--- src/rtl/rre_pkg.sv ---
// Package for the RTT/RTO estimator: payload structs, event codes and fixed constants.
// No dependencies; every rre_* module uses it.
package rre_pkg;

	// event codes carried by the action field
	typedef enum logic [1:0] {
		ACT_NEW     = 2'd0,
		ACT_TIMEOUT = 2'd1,
		ACT_SAMPLE  = 2'd2,
		ACT_NONE    = 2'd3
	} act_t;

	// configuration register indexes
	localparam logic [1:0] CFG_MIN_TIMEOUT = 2'd0;
	localparam logic [1:0] CFG_MAX_TIMEOUT = 2'd1;
	localparam logic [1:0] CFG_MAX_RETRIES = 2'd2;

	localparam int SAMPLE_W   = 20;
	localparam int SEC_W      = 13;
	localparam int RETRY_W    = 5;
	localparam int LIMIT_W    = 4;
	localparam int CFG_W      = 8;
	localparam int BOUND_MS_W = 18;     // 255 s expressed in ms
	localparam int MS_PER_S   = 1000;

	localparam int RST_MIN_S       = 2;
	localparam int RST_MAX_S       = 60;
	localparam int RST_MAX_RETRIES = 3;
	localparam int RST_DEV_MS      = 750;
	localparam int HALF_S_MS       = 500;

	// seconds conversion: u = whole ms after rounding, secs = (u >> 3) / 125
	localparam int SEC_U_W   = 26;
	localparam int SEC_DIV_W = 20;
	localparam int SEC_SAT   = 8191;
	localparam int U_SAT     = 8192000; // u at or above this saturates the seconds field
	localparam int RECIP_W   = 24;
	localparam int RECIP_SH  = 30;
	localparam logic [RECIP_W-1:0] RECIP_125 = 24'd8589935; // ceil(2^30 / 125)

	localparam int QUEUE_DEPTH = 2;

	typedef struct packed {
		logic [1:0]          action;
		logic [SAMPLE_W-1:0] sample_ms;
	} evt_t;

	typedef struct packed {
		logic [SEC_W-1:0]   timeout_s;
		logic               give_up;
		logic [RETRY_W-1:0] retry_count;
	} res_t;

	// classified item held in the queue between front and back
	typedef struct packed {
		act_t                op;
		logic [SAMPLE_W-1:0] sample_ms;
	} qent_t;

	// report control carried from the estimator to the seconds pipeline
	typedef struct packed {
		logic               calc;     // RTO still to be formed from srtt/dev
		logic               give_up;
		logic [RETRY_W-1:0] retries;
	} rep_t;

endpackage

--- src/rtl/rtt_rto_estimator_top.sv ---
// RTT/RTO estimator, top level: config registers, front queue, estimator and report pipeline.
// A result passes the estimator stage, the report stages s2, s3 and s4, and the output register.
// Throughput: one item per cycle while the output is not held; the bound is the srtt/dev/RTO update loop.
// Reset (arst_n, async, active low): srtt 0, dev 750 ms, RTO 3000 ms under reset bounds,
// retries 0, bounds 2 s / 60 s, retry limit 3, queue and pipeline empty.
// Depends on rre_pkg, rre_front, rre_core, rre_sec, rre_clamp.
module rtt_rto_estimator_top #(
	parameter int FRAC_BITS = 8
) (
	input  logic                       clk,
	input  logic                       arst_n,
	input  logic                       evt_valid,
	output logic                       evt_ready,
	input  rre_pkg::evt_t              evt_data,
	output logic                       res_valid,
	input  logic                       res_ready,
	output rre_pkg::res_t              res_data,
	input  logic                       cfg_we,
	input  logic [1:0]                 cfg_idx,
	input  logic [rre_pkg::CFG_W-1:0]  cfg_wdata
);
	import rre_pkg::*;

	localparam int W_T   = SAMPLE_W + FRAC_BITS;
	localparam int W_B   = BOUND_MS_W + FRAC_BITS;
	localparam int W_RTO = W_T + 5;

	// Clamp bounds are kept pre-scaled (ms with fraction bits), so the
	// seconds-to-ms multiply happens once per config write, not per item.
	logic [W_B-1:0]     lo_q, hi_q;
	logic [LIMIT_W-1:0] max_retries_q;

	// front -> back queue handshake
	logic  q_valid, q_pop;
	qent_t q_ent;

	// estimator stage -> report pipeline
	logic             adv;
	logic             core_valid;
	rep_t             core_rep;
	logic [W_RTO-1:0] core_rto;
	logic [W_T-1:0]   core_srtt, core_dev;

	always_ff @(posedge clk or negedge arst_n) begin
		if (!arst_n) begin
			lo_q          <= {BOUND_MS_W'(RST_MIN_S * MS_PER_S), {FRAC_BITS{1'b0}}};
			hi_q          <= {BOUND_MS_W'(RST_MAX_S * MS_PER_S), {FRAC_BITS{1'b0}}};
			max_retries_q <= LIMIT_W'(RST_MAX_RETRIES);
		end else if (cfg_we) begin
			unique case (cfg_idx)
				CFG_MIN_TIMEOUT: begin
					lo_q <= {BOUND_MS_W'(BOUND_MS_W'(cfg_wdata) * BOUND_MS_W'(MS_PER_S)),
						{FRAC_BITS{1'b0}}};
				end
				CFG_MAX_TIMEOUT: begin
					hi_q <= {BOUND_MS_W'(BOUND_MS_W'(cfg_wdata) * BOUND_MS_W'(MS_PER_S)),
						{FRAC_BITS{1'b0}}};
				end
				CFG_MAX_RETRIES: begin
					max_retries_q <= cfg_wdata[LIMIT_W-1:0];
				end
				default: begin
					// unused index: write is dropped
				end
			endcase
		end
	end

	// Front: classify and queue, so input acceptance continues while the
	// back side is held by a stalled output.
	rre_front u_front (
		.clk       (clk),
		.arst_n    (arst_n),
		.evt_valid (evt_valid),
		.evt_ready (evt_ready),
		.evt_data  (evt_data),
		.q_valid   (q_valid),
		.q_ent     (q_ent),
		.q_pop     (q_pop)
	);

	// Estimator: one item per cycle while the report pipeline advances; a sample leaves
	// the RTO to be formed from srtt/dev, which the next non-sample item or idle cycle settles.
	rre_core #(.FRAC_BITS(FRAC_BITS)) u_core (
		.clk         (clk),
		.arst_n      (arst_n),
		.q_valid     (q_valid),
		.q_ent       (q_ent),
		.q_pop       (q_pop),
		.adv         (adv),
		.lo          (lo_q),
		.hi          (hi_q),
		.max_retries (max_retries_q),
		.valid_s1    (core_valid),
		.rep_s1      (core_rep),
		.rto_s1      (core_rto),
		.srtt_s1     (core_srtt),
		.dev_s1      (core_dev)
	);

	// Report pipeline: clamp, round to seconds, reciprocal multiply, output register.
	rre_sec #(.FRAC_BITS(FRAC_BITS)) u_sec (
		.clk       (clk),
		.arst_n    (arst_n),
		.valid_s1  (core_valid),
		.rep_s1    (core_rep),
		.rto_s1    (core_rto),
		.srtt_s1   (core_srtt),
		.dev_s1    (core_dev),
		.lo        (lo_q),
		.hi        (hi_q),
		.adv       (adv),
		.res_valid (res_valid),
		.res_ready (res_ready),
		.res_data  (res_data)
	);

`ifndef SYNTH
	// a give-up always comes with a nonzero retry count
	a_giveup_count: assert property (@(posedge clk) disable iff (!arst_n)
		res_valid && res_data.give_up |-> res_data.retry_count != '0)
		else $error("give_up reported with zero retry count");

	// input is only refused while the queue holds items
	a_full_nonempty: assert property (@(posedge clk) disable iff (!arst_n)
		!evt_ready |-> q_valid)
		else $error("input refused with empty queue");

	// an item taken from the queue shows up in the estimator stage next cycle
	a_pop_to_s1: assert property (@(posedge clk) disable iff (!arst_n)
		q_valid && adv |=> core_valid)
		else $error("popped item lost before estimator stage");
`endif

endmodule

--- src/rtl/rre_front.sv ---
// Front part: classifies incoming items and holds them in a two-entry queue.
// Depends on rre_pkg.
module rre_front (
	input  logic           clk,
	input  logic           arst_n,
	input  logic           evt_valid,
	output logic           evt_ready,
	input  rre_pkg::evt_t  evt_data,
	output logic           q_valid,
	output rre_pkg::qent_t q_ent,
	input  logic           q_pop
);
	import rre_pkg::*;

	qent_t      ent;
	qent_t      mem_q [QUEUE_DEPTH];
	logic       wr_ptr_q;
	logic       rd_ptr_q;
	logic [1:0] cnt_q;
	logic       push;

	// sample only matters for RTT samples; clear it elsewhere
	always_comb begin
		ent.sample_ms = '0;
		unique case (act_t'(evt_data.action))
			ACT_NEW: begin
				ent.op = ACT_NEW;
			end
			ACT_TIMEOUT: begin
				ent.op = ACT_TIMEOUT;
			end
			ACT_SAMPLE: begin
				ent.op        = ACT_SAMPLE;
				ent.sample_ms = evt_data.sample_ms;
			end
			ACT_NONE: begin
				ent.op = ACT_NONE;
			end
		endcase
	end

	assign evt_ready = (cnt_q != 2'(QUEUE_DEPTH));
	assign push      = evt_valid && evt_ready;
	assign q_valid   = (cnt_q != 2'd0);
	assign q_ent     = mem_q[rd_ptr_q];

	always_ff @(posedge clk) begin
		if (push) begin
			mem_q[wr_ptr_q] <= ent;
		end
	end

	always_ff @(posedge clk or negedge arst_n) begin
		if (!arst_n) begin
			wr_ptr_q <= 1'b0;
			rd_ptr_q <= 1'b0;
			cnt_q    <= 2'd0;
		end else begin
			if (push) begin
				wr_ptr_q <= ~wr_ptr_q;
			end
			if (q_pop) begin
				rd_ptr_q <= ~rd_ptr_q;
			end
			unique case ({push, q_pop})
				2'b10:   cnt_q <= cnt_q + 2'd1;
				2'b01:   cnt_q <= cnt_q - 2'd1;
				default: cnt_q <= cnt_q;
			endcase
		end
	end

endmodule

--- src/rtl/rre_clamp.sv ---
// RTO formation: srtt + 4*dev clamped to [lo, hi], lower bound tested first.
// Depends on rre_pkg.
module rre_clamp #(
	parameter int  FRAC_BITS = 8,
	localparam int W_T   = rre_pkg::SAMPLE_W + FRAC_BITS,
	localparam int W_B   = rre_pkg::BOUND_MS_W + FRAC_BITS,
	localparam int W_RTO = W_T + 5
) (
	input  logic [W_T-1:0]   srtt,
	input  logic [W_T-1:0]   dev,
	input  logic [W_B-1:0]   lo,
	input  logic [W_B-1:0]   hi,
	output logic [W_RTO-1:0] rto
);
	logic [W_T+2:0] sum;

	assign sum = {3'b000, srtt} + {1'b0, dev, 2'b00};

	always_comb begin
		priority if (sum < (W_T+3)'(lo)) begin
			rto = W_RTO'(lo);
		end else if (sum > (W_T+3)'(hi)) begin
			rto = W_RTO'(hi);
		end else begin
			rto = W_RTO'(sum);
		end
	end

endmodule

--- src/rtl/rre_core.sv ---
// Back part, estimator stage: holds srtt, dev, RTO and retry count and applies one item a cycle while adv is high.
// Depends on rre_pkg and rre_clamp.
module rre_core #(
	parameter int  FRAC_BITS = 8,
	localparam int W_T   = rre_pkg::SAMPLE_W + FRAC_BITS,
	localparam int W_B   = rre_pkg::BOUND_MS_W + FRAC_BITS,
	localparam int W_RTO = W_T + 5
) (
	input  logic                          clk,
	input  logic                          arst_n,
	input  logic                          q_valid,
	input  rre_pkg::qent_t                q_ent,
	output logic                          q_pop,
	input  logic                          adv,
	input  logic [W_B-1:0]                lo,
	input  logic [W_B-1:0]                hi,
	input  logic [rre_pkg::LIMIT_W-1:0]   max_retries,
	output logic                          valid_s1,
	output rre_pkg::rep_t                 rep_s1,
	output logic [W_RTO-1:0]              rto_s1,
	output logic [W_T-1:0]                srtt_s1,
	output logic [W_T-1:0]                dev_s1
);
	import rre_pkg::*;

	localparam logic [W_T-1:0] DEV_RST = {SAMPLE_W'(RST_DEV_MS), {FRAC_BITS{1'b0}}};

	logic [W_T-1:0]     srtt_q, dev_q;
	logic [W_RTO-1:0]   rto_q;
	logic               stale_q;      // rto_q must be re-formed from srtt/dev
	logic [RETRY_W-1:0] retries_q;

	logic [W_T-1:0]     srtt_d, dev_d;
	logic [W_RTO-1:0]   rto_d;
	logic               stale_d;
	logic [RETRY_W-1:0] retries_d;

	logic [W_T-1:0]     smp;
	logic [W_T:0]       da, db, ea, eb;
	logic               dneg, eneg;
	logic [W_T-1:0]     mag, emag, srtt_n, dev_n;
	logic [W_RTO-1:0]   rto_clamp, rto_eff, rto_dbl, rep_rto;
	logic [RETRY_W-1:0] retries_inc, rep_retries;
	logic               gu, rep_calc, rep_gu;

	assign q_pop = q_valid && adv;

	rre_clamp #(.FRAC_BITS(FRAC_BITS)) u_clamp (
		.srtt (srtt_q),
		.dev  (dev_q),
		.lo   (lo),
		.hi   (hi),
		.rto  (rto_clamp)
	);

	assign rto_eff = stale_q ? rto_clamp : rto_q;
	// doubling saturates at all ones
	assign rto_dbl = rto_eff[W_RTO-1] ? '1 : {rto_eff[W_RTO-2:0], 1'b0};

	assign retries_inc = retries_q + RETRY_W'(1);
	assign gu          = retries_inc > {1'b0, max_retries};

	// sample update, both differences formed at once; divides truncate toward zero
	assign smp    = {q_ent.sample_ms, {FRAC_BITS{1'b0}}};
	assign da     = {1'b0, smp} - {1'b0, srtt_q};
	assign db     = {1'b0, srtt_q} - {1'b0, smp};
	assign dneg   = da[W_T];
	assign mag    = dneg ? db[W_T-1:0] : da[W_T-1:0];
	assign srtt_n = dneg ? (srtt_q - (mag >> 3)) : (srtt_q + (mag >> 3));

	assign ea     = {1'b0, mag} - {1'b0, dev_q};
	assign eb     = {1'b0, dev_q} - {1'b0, mag};
	assign eneg   = ea[W_T];
	assign emag   = eneg ? eb[W_T-1:0] : ea[W_T-1:0];
	assign dev_n  = eneg ? (dev_q - (emag >> 2)) : (dev_q + (emag >> 2));

	always_comb begin
		srtt_d      = srtt_q;
		dev_d       = dev_q;
		rto_d       = rto_q;
		stale_d     = stale_q;
		retries_d   = retries_q;
		rep_rto     = rto_eff;
		rep_calc    = 1'b0;
		rep_gu      = 1'b0;
		rep_retries = retries_q;
		if (q_pop) begin
			unique case (q_ent.op)
				ACT_NEW: begin
					retries_d   = '0;
					rep_retries = '0;
					rto_d       = rto_eff;
					stale_d     = 1'b0;
				end
				ACT_TIMEOUT: begin
					rto_d       = rto_dbl;
					stale_d     = 1'b0;
					rep_rto     = rto_dbl;
					rep_gu      = gu;
					rep_retries = retries_inc;
					retries_d   = retries_inc;
					if (gu) begin
						// back to initial estimate; RTO re-formed under current bounds
						srtt_d    = '0;
						dev_d     = DEV_RST;
						stale_d   = 1'b1;
						retries_d = '0;
					end
				end
				ACT_SAMPLE: begin
					srtt_d   = srtt_n;
					dev_d    = dev_n;
					stale_d  = 1'b1;
					rep_calc = 1'b1;
				end
				ACT_NONE: begin
					rto_d   = rto_eff;
					stale_d = 1'b0;
				end
			endcase
		end else if (stale_q) begin
			// idle cycle: settle the RTO from srtt/dev under the current bounds
			rto_d   = rto_eff;
			stale_d = 1'b0;
		end
	end

	always_ff @(posedge clk or negedge arst_n) begin
		if (!arst_n) begin
			srtt_q    <= '0;
			dev_q     <= DEV_RST;
			rto_q     <= '0;
			stale_q   <= 1'b1;
			retries_q <= '0;
			valid_s1  <= 1'b0;
		end else begin
			srtt_q    <= srtt_d;
			dev_q     <= dev_d;
			rto_q     <= rto_d;
			stale_q   <= stale_d;
			retries_q <= retries_d;
			if (adv) begin
				valid_s1 <= q_pop;
			end
		end
	end

	always_ff @(posedge clk) begin
		if (q_pop) begin
			rep_s1.calc    <= rep_calc;
			rep_s1.give_up <= rep_gu;
			rep_s1.retries <= rep_retries;
			rto_s1         <= rep_rto;
			srtt_s1        <= srtt_d;
			dev_s1         <= dev_d;
		end
	end

endmodule

--- src/rtl/rre_sec.sv ---
// Back part, report pipeline: forms the reported RTO and rounds it to whole seconds.
// Depends on rre_pkg and rre_clamp.
module rre_sec #(
	parameter int  FRAC_BITS = 8,
	localparam int W_T   = rre_pkg::SAMPLE_W + FRAC_BITS,
	localparam int W_B   = rre_pkg::BOUND_MS_W + FRAC_BITS,
	localparam int W_RTO = W_T + 5
) (
	input  logic             clk,
	input  logic             arst_n,
	input  logic             valid_s1,
	input  rre_pkg::rep_t    rep_s1,
	input  logic [W_RTO-1:0] rto_s1,
	input  logic [W_T-1:0]   srtt_s1,
	input  logic [W_T-1:0]   dev_s1,
	input  logic [W_B-1:0]   lo,
	input  logic [W_B-1:0]   hi,
	output logic             adv,
	output logic             res_valid,
	input  logic             res_ready,
	output rre_pkg::res_t    res_data
);
	import rre_pkg::*;

	localparam int P_W = SEC_DIV_W + RECIP_W;
	localparam logic [W_RTO:0] HALF_SCALED = (W_RTO+1)'(HALF_S_MS) << FRAC_BITS;

	logic [W_RTO-1:0]     rto_calc;
	logic [W_RTO:0]       rnd;
	logic [SEC_U_W-1:0]   u;

	logic                 valid_s2, valid_s3, valid_s4, valid_q;
	rep_t                 rep_s2, rep_s3, rep_s4;
	logic [W_RTO-1:0]     rto_s2;
	logic                 sat_s3, sat_s4;
	logic [SEC_DIV_W-1:0] w_s3;
	logic [P_W-1:0]       prod_s4;
	res_t                 res_q;

	rre_clamp #(.FRAC_BITS(FRAC_BITS)) u_clamp (
		.srtt (srtt_s1),
		.dev  (dev_s1),
		.lo   (lo),
		.hi   (hi),
		.rto  (rto_calc)
	);

	// whole pipeline moves whenever the output register is free or drained
	assign adv = !valid_q || res_ready;

	assign rnd = {1'b0, rto_s2} + HALF_SCALED;
	assign u   = rnd[W_RTO:FRAC_BITS];

	always_ff @(posedge clk or negedge arst_n) begin
		if (!arst_n) begin
			valid_s2 <= 1'b0;
			valid_s3 <= 1'b0;
			valid_s4 <= 1'b0;
			valid_q  <= 1'b0;
		end else if (adv) begin
			valid_s2 <= valid_s1;
			valid_s3 <= valid_s2;
			valid_s4 <= valid_s3;
			valid_q  <= valid_s4;
		end
	end

	always_ff @(posedge clk) begin
		if (adv) begin
			rto_s2  <= rep_s1.calc ? rto_calc : rto_s1;
			rep_s2  <= rep_s1;
			// secs = u / 1000 = (u >> 3) / 125, exact by reciprocal below the saturation point
			sat_s3  <= u >= SEC_U_W'(U_SAT);
			w_s3    <= u[SEC_DIV_W+2:3];
			rep_s3  <= rep_s2;
			prod_s4 <= P_W'(w_s3) * P_W'(RECIP_125);
			sat_s4  <= sat_s3;
			rep_s4  <= rep_s3;
			res_q.timeout_s   <= sat_s4 ? SEC_W'(SEC_SAT) : prod_s4[RECIP_SH+SEC_W-1:RECIP_SH];
			res_q.give_up     <= rep_s4.give_up;
			res_q.retry_count <= rep_s4.retries;
		end
	end

	assign res_valid = valid_q;
	assign res_data  = res_q;

endmodule

--- config.mk ---
export PLATFORM = sky130hd
export DESIGN_NAME = rtt_rto_estimator_top
export DESIGN_NICKNAME = d
export VERILOG_FILES = /design/src/rtl/rre_pkg.sv /design/src/rtl/rtt_rto_estimator_top.sv /design/src/rtl/rre_front.sv /design/src/rtl/rre_clamp.sv /design/src/rtl/rre_core.sv /design/src/rtl/rre_sec.sv
export SDC_FILE = /design/constraint.sdc
export NUM_CORES = 2
export LEC_CHECK = 0
export ABC_CLOCK_PERIOD_IN_PS = 12900
export BUFFER_PORTS_ARGS = -buffer_cell sky130_fd_sc_hd__buf_2
export CAP_MARGIN = 20
export CELL_PAD_IN_SITES_DETAIL_PLACEMENT = 1
export CELL_PAD_IN_SITES_GLOBAL_PLACEMENT = 2
export CORE_MARGIN = 2
export CORE_UTILIZATION = 42
export DETAILED_ROUTE_END_ITERATION = 7
export PLACE_DENSITY_LB_ADDON = 0.1
export SYNTH_ARGS = -nofsm -noshare
export SYNTH_HDL_FRONTEND = slang
export SYNTH_HIERARCHICAL = 1
export SYNTH_SLANG_ARGS = --single-unit
--- constraint.sdc ---
create_clock -name clk -period 12.9 [get_ports clk]
set_clock_uncertainty 0.05 [all_clocks]
set_input_delay 1.935 -clock clk [delete_from_list [all_inputs] [get_ports clk]]
set_output_delay 1.935 -clock clk [all_outputs]
set_load 0.1 [all_outputs]
==> metrics <==
GR Overflow Total 0; number of vias per cell 5.64; Tmin final 11.49 ns; fill count 10,700; setup slack after layout 1.41 ns; Slew @ Worst Pin 1.05 ns; Critical Path Max Stage Delay 0.85 ns; RSZ-0062 raised after global routing no; post-synthesis area per instance 9.07 µm²; core area 92,100 µm²; Worst Setup SP u_front/rd_ptr_q; Worst-path clk slew 0.06 ns; Clk Latency, worst-skew pair 0.62 ns; H-tree depth 2; DR pass1 iterations 5; final setup vio count 0; Critical Path End Type flop; Mapped Area 39,100 µm²; largest net degree at the start of global routing 73; antenna viol nets, final 0; CTS root buf clkbuf_16; fraction of layout cells with a size suffix above 1 8.99%; GRT Total Usage 27.0%; die height 309 µm; count of pins over their slew limit 0; Hold/Removal Path Class flop to flop; crit path kind flop to flop; Hold Buf Count CTS 0; die area 95,700 µm²; number of global-route vias before repair 33,500; final instance area 42,300 µm²; Total Wirelength 127,000 µm; data arrival time of the worst path 11.92 ns; Setup Total Neg Slack 0 ns; Vias 31,900; CTS tree done; CTS max path bufs 3; hold wc startpoint u_sec/rep_s3[0]; max cap viols 0; die extent in x 309 µm; # rows 111; num ports 58; placed cell area 40,800 µm²; Worst setup SP type flop; DRC violations left 0; cts bufs inserted 45; YS warnings 6; Initial Util 42.5%; Rel. slew slack 29.7%; first-pass GRT wire length 199,000 µm; Fin. Hold Viols 0; Port Buffer Count 57; Initial DRC Count 1,349; initial antenna violation count 1; CTS sink count 363; commonest non-fill, non-tap cell in the layout ha_1; final period utilization 89.1%; most frequent cells in the layout 556 x ha_1, 532 x inv_1, 345 x nand2_1; quantity of gates resized following cts 0; dpl hpwl 104,000 µm; Max FO, Critical Path 22; Setup WS pre-CTS 1.50 ns; status complete, no violations; synthesis-to-layout area growth 8.09%; reg2reg start u_front/rd_ptr_q; Layout Nets 5,118; slowest cell on the critical path dfrtp_1; fmax 87.0 MHz; Routed WL per cell 22.5 µm; Worst Path Required 13.32 ns; Syn Inst Count 4,317; Post CTS Setup Buffer Count 0; Final GP Congestion 0.883
==> flip-flops by register name, indices dropped and copies added, names as in the netlist, 7 cells and up <==
name	cells
u_front/mem_q	44
u_core/rto_q	33
u_core/dev_q	28
u_core/dev_s1	28
u_core/srtt_q	28
u_core/srtt_s1	28
u_core/rto_s1	23
u_sec/rto_s2	23
u_sec/w_s3	20
u_sec/res_data	19
hi_q	15
lo_q	15
u_sec/prod_s4	13
u_core/rep_s1	7
==> worst paths after layout <==
| kind | end | slack [ns] | cells past startpoint |
|---|---|---|---|
| max | u_core/dev_s1[20] | 1.41 | 41 |
| min reg2reg | u_sec/rep_s4[0] | 0.37 | 0 |
| max reg2reg | u_core/dev_s1[20] | 1.41 | 41 |
| min in group asynchronous | u_front/rd_ptr_q | 1.22 | 1 |
| min | u_sec/rep_s4[0] | 0.37 | 0 |
| max in group asynchronous | u_core/rto_q[14] | 10.47 | 2 |
==> stage by stage <==
stage	instances	hold WS, ns	util (%)
4_1_cts	5646	0.370	45.9
6_report	5649	0.369	46.0
5_1_grt	5647	0.378	45.9
2_1_floorplan	4396	0.350	-
3_5_place_dp	5563	0.356	44.3
3_3_place_gp	5563	0.352	44.3
==> layout make-up <==
type                            count  area (µm²)  share of cell area (%)
Tap cell                         1243        1560                    3.68
Multi-Input combinational cell   3331       26500                    62.6
Sequential cell                   363       10200                    24.2
Antenna cell                        2        5.00                  0.0118
Timing Repair Buffer               93         569                    1.35
Clock inverter                     24         254                   0.600
Clock buffer                       59        1210                    2.86
Inverter                          534        2010                    4.74
==> worst max-delay path, delay by kind of cell (launching register included) <==
kind	cells	cell delay, ns
AO/OA/AOI/OAI	19	4.98
XOR/XNOR	4	0.65
adder cells (fa/ha/maj)	5	1.81
buffers and inverters	3	0.44
flip-flops	1	0.85
multiplexers	2	0.59
AND/OR/NAND/NOR	8	1.94
==> per-layer routing <==
layer | wire length, µm | global-route usage, % | vias to the layer above
li1 | - | - | 15300
met1 | 55300 | 33.3 | 16000
met2 | 64200 | 49.5 | 403
met3 | 3230 | 2.12 | 158
met4 | 4500 | 9.22 | 0
met5 | 0 | 0 | -
Power is not shown: default switching activity piles up to over one toggle a cycle in this logic, so the estimate is an artifact.
